**src/hdl/vap_pkg.sv**
```systemverilog
// Package of the vertex attribute packer.
// Holds the shared constants and types; depends on nothing.
package vap_pkg;

   localparam logic [15:0] HALF_INF     = 16'h7C00;
   localparam int          SGL_MAN_W    = 23;
   localparam int          PROD_W       = 34;
   localparam int          NORMAL_XY_W  = 11;
   localparam int          SNORM_W      = 10;
   localparam logic [1:0]  HAND_POS     = 2'd1;
   localparam logic [1:0]  HAND_NEG     = 2'd3;

   typedef enum logic [2:0] {
      CLS_ZERO  = 3'b001,
      CLS_CLAMP = 3'b010,
      CLS_ROUND = 3'b100
   } snorm_class_type;

   typedef struct packed {
      logic s1;
      logic s2;
      logic s3;
   } stage_enable_type;

endpackage

```
**src/hdl/vap_half_conv.sv**
```systemverilog
// Single to half precision conversion, combinational.
// Depends on vap_pkg.
module vap_half_conv (
   input  logic [31:0] sgl,
   output logic [15:0] half
);
   import vap_pkg::*;

   logic [7:0]  exp_w;
   logic [23:0] man_w;
   logic [15:0] sign_w;
   logic [4:0]  sh_w;
   logic [23:0] den_w;
   logic        rnd_w;
   logic [15:0] nrm_w;

   always_comb begin
      exp_w  = sgl[30:23];
      man_w  = {1'b1, sgl[22:0]};
      sign_w = {sgl[31], 15'd0};
      sh_w   = 5'(8'd126 - exp_w);
      den_w  = man_w >> sh_w;
      rnd_w  = man_w[sh_w - 5'd1];
      nrm_w  = sign_w | {1'b0, 5'(exp_w - 8'd112), sgl[22:13]};
      if (exp_w < 8'd102) begin
         half = sign_w;
      end else if (exp_w <= 8'd112) begin
         half = sign_w | (den_w[15:0] + {15'd0, rnd_w});
      end else if (exp_w >= 8'd143) begin
         half = sign_w | HALF_INF;
      end else begin
         half = nrm_w + {15'd0, sgl[12]};
      end
   end

endmodule

```
**src/hdl/vap_snorm_unit.sv**
```systemverilog
// Three-stage signed-normalized converter: float32 product, round, clamp.
// Depends on vap_pkg; stage enables come from the top level.
module vap_snorm_unit #(
   parameter int W = 10
) (
   input  logic                       clock,
   input  vap_pkg::stage_enable_type  en,
   input  logic [31:0]                bits,
   output logic [W-1:0]               value
);
   import vap_pkg::*;

   localparam int SCALE = (1 << (W - 1)) - 1;

   logic [PROD_W-1:0]   prod_ff, prod_in;
   logic [3:0]          ka_ff, ka_in, kb_ff;
   logic                nega_ff, nega_in, negb_ff;
   snorm_class_type     clsa_ff, clsa_in, clsb_ff;
   logic [PROD_W:0]     rnd_ff, rnd_in;
   logic [W-1:0]        value_ff, value_in;

   logic [7:0]          exp_w;
   logic [3:0]          d_w;
   logic [PROD_W-1:0]   q_w, mask_w;
   logic                up_w;
   logic [5:0]          k_w;
   logic [PROD_W+1:0]   sum_w;
   logic [11:0]         t_w, tc_w;

   always_comb begin
      exp_w   = bits[30:23];
      nega_in = bits[31];
      prod_in = PROD_W'({1'b1, bits[22:0]}) * PROD_W'(SCALE);
      ka_in   = 4'(8'd126 - exp_w);
      if (exp_w == 8'd255 && bits[22:0] != 23'd0) begin
         clsa_in = CLS_ZERO;
      end else if (exp_w >= 8'd127) begin
         clsa_in = CLS_CLAMP;
      end else if (exp_w <= 8'd114) begin
         clsa_in = CLS_ZERO;
      end else begin
         clsa_in = CLS_ROUND;
      end
   end

   always_comb begin
      d_w    = prod_ff[PROD_W-1] ? 4'd10 : (prod_ff[PROD_W-2] ? 4'd9 : 4'd8);
      q_w    = prod_ff >> d_w;
      mask_w = (PROD_W'(1) << (d_w - 4'd1)) - PROD_W'(1);
      up_w   = prod_ff[d_w - 4'd1] & ((|(prod_ff & mask_w)) | q_w[0]);
      rnd_in = (PROD_W+1)'(q_w + PROD_W'(up_w)) << d_w;
   end

   always_comb begin
      k_w   = 6'(kb_ff) + 6'd24;
      sum_w = {1'b0, rnd_ff} + ((PROD_W+2)'(1) << (k_w - 6'd1));
      t_w   = 12'(sum_w >> k_w);
      case (clsb_ff)
         CLS_ZERO:  tc_w = 12'd0;
         CLS_CLAMP: tc_w = 12'(SCALE);
         CLS_ROUND: tc_w = (t_w > 12'(SCALE)) ? 12'(SCALE) : t_w;
         default:   tc_w = 12'd0;
      endcase
      value_in = W'(negb_ff ? (~tc_w + 12'd1) : tc_w);
   end

   always_ff @(posedge clock) begin
      if (en.s1) begin
         prod_ff <= prod_in;
         ka_ff   <= ka_in;
         nega_ff <= nega_in;
         clsa_ff <= clsa_in;
      end
      if (en.s2) begin
         rnd_ff  <= rnd_in;
         kb_ff   <= ka_ff;
         negb_ff <= nega_ff;
         clsb_ff <= clsa_ff;
      end
      if (en.s3) begin
         value_ff <= value_in;
      end
   end

   assign value = value_ff;

endmodule

```
**src/hdl/vertex_attribute_packer_unit.sv**
```systemverilog
// Top level of the vertex attribute packer: three-stage pipeline.
// Depends on vap_pkg, vap_half_conv and vap_snorm_unit.
//
// Usage: one vertex is transferred on the req_ channel when req_valid is
// high and req_stall is low; its packed result leaves on the rsp_ channel
// under the same rule with rsp_valid and rsp_stall.
// A vertex is registered in the first, second and third stage in turn;
// rsp_valid is the valid bit of the third stage.
// Throughput is one vertex per cycle while the receiver does not stall;
// the three register stages are the single-precision multiply, the float
// rounding of the product and the final integer rounding and clamp, with
// half conversion between the first and second stage.
// Reset clears the stage valid bits, so no result is shown after reset.
// When the receiver stalls, the last stage holds its result and each
// earlier stage holds once it is full and the one after it holds; req_stall
// rises once the whole pipeline is full, and no vertex is lost or repeated.
module vertex_attribute_packer_unit (
   input  logic        clock,
   input  logic        reset,
   input  logic        req_valid,
   output logic        req_stall,
   input  logic [31:0] req_position_x,
   input  logic [31:0] req_position_y,
   input  logic [31:0] req_position_z,
   input  logic [31:0] req_normal_x,
   input  logic [31:0] req_normal_y,
   input  logic [31:0] req_normal_z,
   input  logic [31:0] req_tex_u,
   input  logic [31:0] req_tex_v,
   input  logic [31:0] req_tangent_x,
   input  logic [31:0] req_tangent_y,
   input  logic [31:0] req_tangent_z,
   input  logic        req_tangent_negative,
   output logic        rsp_valid,
   input  logic        rsp_stall,
   output logic [15:0] rsp_half_pos_x,
   output logic [15:0] rsp_half_pos_y,
   output logic [15:0] rsp_half_pos_z,
   output logic [31:0] rsp_packed_normal,
   output logic [15:0] rsp_half_tex_u,
   output logic [15:0] rsp_half_tex_v,
   output logic [31:0] rsp_packed_tangent
);
   import vap_pkg::*;

   stage_enable_type en;
   logic v1_ff, v2_ff, v3_ff;

   logic [31:0] raw1_ff [5];
   logic        neg1_ff, neg2_ff;
   logic [15:0] half_in [5];
   logic [15:0] half2_ff [5];
   logic [15:0] half3_ff [5];
   logic [1:0]  hand3_ff;

   logic [NORMAL_XY_W-1:0] nx_w, ny_w;
   logic [SNORM_W-1:0]     nz_w, tx_w, ty_w, tz_w;

   always_comb begin
      en.s3     = !v3_ff || !rsp_stall;
      en.s2     = !v2_ff || en.s3;
      en.s1     = !v1_ff || en.s2;
      req_stall = !en.s1;
   end

   always_ff @(posedge clock) begin
      if (reset) begin
         v1_ff <= 1'b0;
         v2_ff <= 1'b0;
         v3_ff <= 1'b0;
      end else begin
         if (en.s1) v1_ff <= req_valid;
         if (en.s2) v2_ff <= v1_ff;
         if (en.s3) v3_ff <= v2_ff;
      end
   end

   always_ff @(posedge clock) begin
      if (en.s1) begin
         raw1_ff[0] <= req_position_x;
         raw1_ff[1] <= req_position_y;
         raw1_ff[2] <= req_position_z;
         raw1_ff[3] <= req_tex_u;
         raw1_ff[4] <= req_tex_v;
         neg1_ff    <= req_tangent_negative;
      end
      if (en.s2) begin
         half2_ff <= half_in;
         neg2_ff  <= neg1_ff;
      end
      if (en.s3) begin
         half3_ff <= half2_ff;
         hand3_ff <= neg2_ff ? HAND_NEG : HAND_POS;
      end
   end

   for (genvar i = 0; i < 5; i++) begin : g_half
      vap_half_conv u_half (.sgl(raw1_ff[i]), .half(half_in[i]));
   end

   vap_snorm_unit #(.W(NORMAL_XY_W)) u_nx (.clock, .en, .bits(req_normal_x),
      .value(nx_w));
   vap_snorm_unit #(.W(NORMAL_XY_W)) u_ny (.clock, .en, .bits(req_normal_y),
      .value(ny_w));
   vap_snorm_unit #(.W(SNORM_W)) u_nz (.clock, .en, .bits(req_normal_z),
      .value(nz_w));
   vap_snorm_unit #(.W(SNORM_W)) u_tx (.clock, .en, .bits(req_tangent_x),
      .value(tx_w));
   vap_snorm_unit #(.W(SNORM_W)) u_ty (.clock, .en, .bits(req_tangent_y),
      .value(ty_w));
   vap_snorm_unit #(.W(SNORM_W)) u_tz (.clock, .en, .bits(req_tangent_z),
      .value(tz_w));

   assign rsp_valid          = v3_ff;
   assign rsp_half_pos_x     = half3_ff[0];
   assign rsp_half_pos_y     = half3_ff[1];
   assign rsp_half_pos_z     = half3_ff[2];
   assign rsp_half_tex_u     = half3_ff[3];
   assign rsp_half_tex_v     = half3_ff[4];
   assign rsp_packed_normal  = {nz_w, ny_w, nx_w};
   assign rsp_packed_tangent = {hand3_ff, tz_w, ty_w, tx_w};

`ifndef SYNTHESIS
   a_accept_fills: assert property (@(posedge clock) disable iff (reset)
      req_valid && !req_stall |=> v1_ff)
      else $error("transfer in did not reach the first stage");
   a_stage_holds: assert property (@(posedge clock) disable iff (reset)
      v2_ff && !en.s3 |=> v2_ff && v3_ff)
      else $error("stalled second stage lost its item");
   a_hand_code: assert property (@(posedge clock) disable iff (reset)
      rsp_valid |-> rsp_packed_tangent[30])
      else $error("handedness code malformed");
`endif

endmodule
```
**config.mk**
```make
export PLATFORM = sky130hd
export DESIGN_NAME = vertex_attribute_packer_unit
export DESIGN_NICKNAME = d
export VERILOG_FILES = /design/src/hdl/vap_pkg.sv /design/src/hdl/vap_half_conv.sv /design/src/hdl/vap_snorm_unit.sv /design/src/hdl/vertex_attribute_packer_unit.sv
export SDC_FILE = /design/constraint.sdc
export NUM_CORES = 2
export LEC_CHECK = 0
export BUFFER_PORTS_ARGS = -buffer_cell sky130_fd_sc_hd__buf_2
export CORE_MARGIN = 4
export CORE_UTILIZATION = 45
export DETAILED_ROUTE_END_ITERATION = 10
export SLEW_MARGIN = 30
export SYNTH_ARGS = -nofsm -noshare
export SYNTH_HDL_FRONTEND = slang
export SYNTH_HIERARCHICAL = 1
export SYNTH_SLANG_ARGS = --single-unit
export TNS_END_PERCENT = 20
```
**constraint.sdc**
```tcl
create_clock -name clock -period 10.41 [get_ports clock]
set_clock_uncertainty 0.2 [all_clocks]
set_input_delay 0.5205 -clock clock [delete_from_list [all_inputs] [get_ports clock]]
set_output_delay 0.5205 -clock clock [all_outputs]
set_load 0.1 [all_outputs]
```
==> metrics.md <==
| Metric | Value |
|---|---|
| Run status | complete, no violations |
| Synth unique cells | 139 |
| First-pass GRT wire length | 372,000 µm |
| Final setup fails | 0 |
| Req. time, crit path | 10,670 ps |
| Wire length on met2 | 107,000 µm |
| Clk sinks | 836 |
| Synth area leaders | edfxtp_1 29%, fa_1 16%, ha_1 8.8% |
| Slew HR | 35.5% |
| Top-area cell type share of the netlist area | 28.6% |
| EDFF count, synth | 833 |
| Met3 WL | 10,300 µm |
| Fin crit share | 65.5% |
| Setup TNS | 0 ps |
| Crit path buf inv count | 4 |
| Crit path top cell by count | fa_1 |
| CP max stage delay | 610 ps |
| Core Box Area | 193,000 µm² |
| Number of global-route vias before repair | 67,600 |
| Htree depth | 3 |
| Sw Ratio | 46.0% |
| Crit path kind | in2reg |
| Initial antenna violation count | 18 |
| Worst path slowest cell | fa_1 |
| Share of the yosys chip area belonging to registers | 28.7% |
| Worst Tran Pin Value | 968 ps |
| DIE WIDTH | 449 µm |
| Area delta synth->final | 12.0% |
| Largest net degree at the start of global routing | 134 |
| Pwr per Cell Area | 311 nW/µm² |
| Die area | 201,000 µm² |
| Dpl cell area | 92,200 µm² |
| FP Rows | 161 |
| Post-route ant nets | 0 |
| I/O Pins | 503 |
| Most frequent cell after synthesis | inv_1 |
| Max Transition Viols Final | 0 |
| Combinational power share | 66.9% |
| CTS Buf Count | 100 |
| CTS max path bufs | 3 |
| Dpl cells | 11,500 |
| First DRT Iteration DRCs | 5,030 |
| Avg Cell Area, Syn | 10.1 µm² |
| Mapped Area | 87,300 µm² |
| FFs w/ async S/R, synth | 0% |
| Final Instance Area | 97,800 µm² |
| Gp weighted congestion | 0.948 |
| Startpoint types | primary input |
| Max Cap Viol | 0 |
| Worst Hold Class | in2reg |
| Ys flop type | edfxtp_1 |
| RSZ-0062 raised after global routing | no |
| Post-Route WL | 229,000 µm |
| Vias per cell | 5.67 |
| Synthesized instance count | 8,645 |
| Root Buffer | clkbuf_16 |
| Fmax | 147 MHz |
| Area leader, netlist | edfxtp_1 |
| Non-Filler Instances | 11,900 |
| Layout cell share with drive strength beyond 1 | 12.6% |
| Final Critical Period | 6810 ps |
| WL/cell | 19.3 µm |
| Top cells by count, synth | 987 x inv_1, 833 x edfxtp_1, 684 x fa_1, 615 x ha_1, 523 x nor2_1 |
| R2R Setup Slk | 4360 ps |
| Top Layer Used | met5 |
| Leakage power | 0.0421 µW |
| Post-layout util | 50.7% |
| Clock Latency Late Sink | 740 ps |
| Dpl hpwl | 180,000 µm |
| Starting Density | 45.3% |
| Crit end category | register |
| Port buffer count | 501 |
| Total grt overflow | 0 |
| TritonCTS clock tree | done |
| CP delay by family, top | adder cells |
| TritonRoute pass-1 iters | 6 |
| Wl on met1 | 103,000 µm |
| Critical path arrival | 7070 ps |
| Flop pwr share | 21.3% |
| Final Hold Vio Count | 0 |
| GRT Util Overall | 22.5% |
| Reg clk slew, reported paths | 60 ps |
| Seq cells post-synth | 836 |
| Die H | 449 µm |
| Vias | 67,400 |
| Layout Nets | 10,900 |
| Switching pwr | 14,000 µW |
| Critical path cell sequence | dlygate4sd3_1, buf_2, fa_1, inv_1, fa_1, inv_1, fa_1, fa_1, fa_1, ha_1, a21o_1, a32oi_1, o31ai_1, a211o_1, a221oi_1, o21a_1, o21ai_1, o41ai_1, o21ai_1, a221oi_1, xnor2_1 |
| VDD IR max | 0.308 mV |
| Overall Power | 30,400 µW |
| CP max FO | 6 |
| Clk pwr share | 11.8% |
| Yosys warnings | 6 |
| DRC | 0 |
| Internal | 16,400 µW |
[placed cells by master, fill, tap and decap left out, drive strengths merged, types with 74 or more instances in the layout]
master and instances:
a211oi 104, a21o 130, a21oi 439, a31oi 76
and3 91, buf 566, clkbuf 115, conb 101
dlygate4sd3 212, edfxtp 833, fa 684, ha 615
inv 1018, mux2 131, mux2i 240, mux4 101
nand2 515, nand2b 74, nand3 283, nand4 123
nor2 526, nor3 252, o211ai 80, o21ai 331
xnor2 340, xor2 156
[final timing paths]
kind / from / end / depth (start not counted)
max: req_normal_y[0] / u_ny/prod_ff[32] / 21
min: req_normal_z[1] / u_nz/prod_ff[1] / 3
max reg2reg: u_ny/kb_ff[1] / u_ny/value[8] / 17
min reg2reg: half2_ff[36] / rsp_half_pos_z[4] / 0
[worst register-to-register path: cells and delay by family, from the launching register on]
| family | cells | cell delay [ps] |
|---|---|---|
| AO/OA/AOI/OAI | 5 | 1660 |
| AND/OR/NAND/NOR | 7 | 1640 |
| flip-flops | 1 | 800 |
| adder cells (fa/ha/maj) | 2 | 660 |
| buffers and inverters | 1 | 480 |
| multiplexers | 1 | 270 |
| XOR/XNOR | 1 | 80 |
[power groups by stage]
stage | Combinational, µW | Clock [µW] | Sequential [µW]
floorplan | 15400 | 0 | 7090
global placement | 19900 | 0 | 6520
detailed placement | 20200 | 0 | 6540
CTS | 20400 | 3720 | 6480
global route | 23000 | 3870 | 6600
finish | 20400 | 3590 | 6470
[area by class of cell]
class,instances,area (µm²)
Multi-Input combinational cell,6534,57100
Timing Repair Buffer,778,5160
Antenna cell,13,32.5
Fill cell,17500,95000
Inverter,1012,3800
Clock inverter,71,835
Sequential cell,836,25100
Tap cell,2526,3160
Clock buffer,115,2590
[cell families (layout without fill, tap and decap cells)]
| group | count (synthesis) | count (layout) | synth area share (%) |
|---|---|---|---|
| flip-flops | 836 | 836 | 28.7 |
| other | 9 | 114 | 0.0387 |
| AO/OA/AOI/OAI | 1839 | 1839 | 14.8 |
| adder cells (fa/ha/maj) | 1299 | 1299 | 24.5 |
| XOR/XNOR | 496 | 496 | 5.08 |
| buffers and inverters | 1367 | 1976 | 6.35 |
| multiplexers | 472 | 472 | 7.05 |
| AND/OR/NAND/NOR | 2327 | 2327 | 13.5 |
[sequential cells by signal, indices dropped and copies added, names as in the netlist, 11 cells and up]
name	flops
u_tz/prod_ff	33
u_ny/prod_ff	34
u_ty/rnd_ff	25
u_nx/prod_ff	34
u_nx/rnd_ff	26
u_ny/value	11
u_tz/rnd_ff	25
u_nx/value	11
u_ty/prod_ff	33
u_nz/rnd_ff	25
u_ny/rnd_ff	26
rsp_half_pos_z	16
raw1_ff	160
rsp_half_pos_y	16
u_nz/prod_ff	33
rsp_half_tex_v	16
rsp_half_tex_u	16
half2_ff	80
u_tx/rnd_ff	25
rsp_half_pos_x	16
u_tx/prod_ff	33
[per-stage QoR]
step | hold slack [ps] | setup slack (ps)
finish | 93.6 | 3600
global route | 85.5 | 3360
CTS | 3.54 | 3700
detailed placement | 205 | 3360
global placement | 200 | 3450
floorplan | 200 | -373
[timing repair]
action                    CTS  global route
resized for setup           0             0
hold buffers              212             0
setup buffers               0             0
hold endpoints to repair  211             0
[metal layers]
layer / vias up / global-route usage [%]
met3: 362 / 2.67
met4: 4 / 8.24
met2: 1766 / 36.5
met1: 32900 / 31.0
li1: 32400 / -
met5: - / 0
Power figures use the tool's default switching activity.
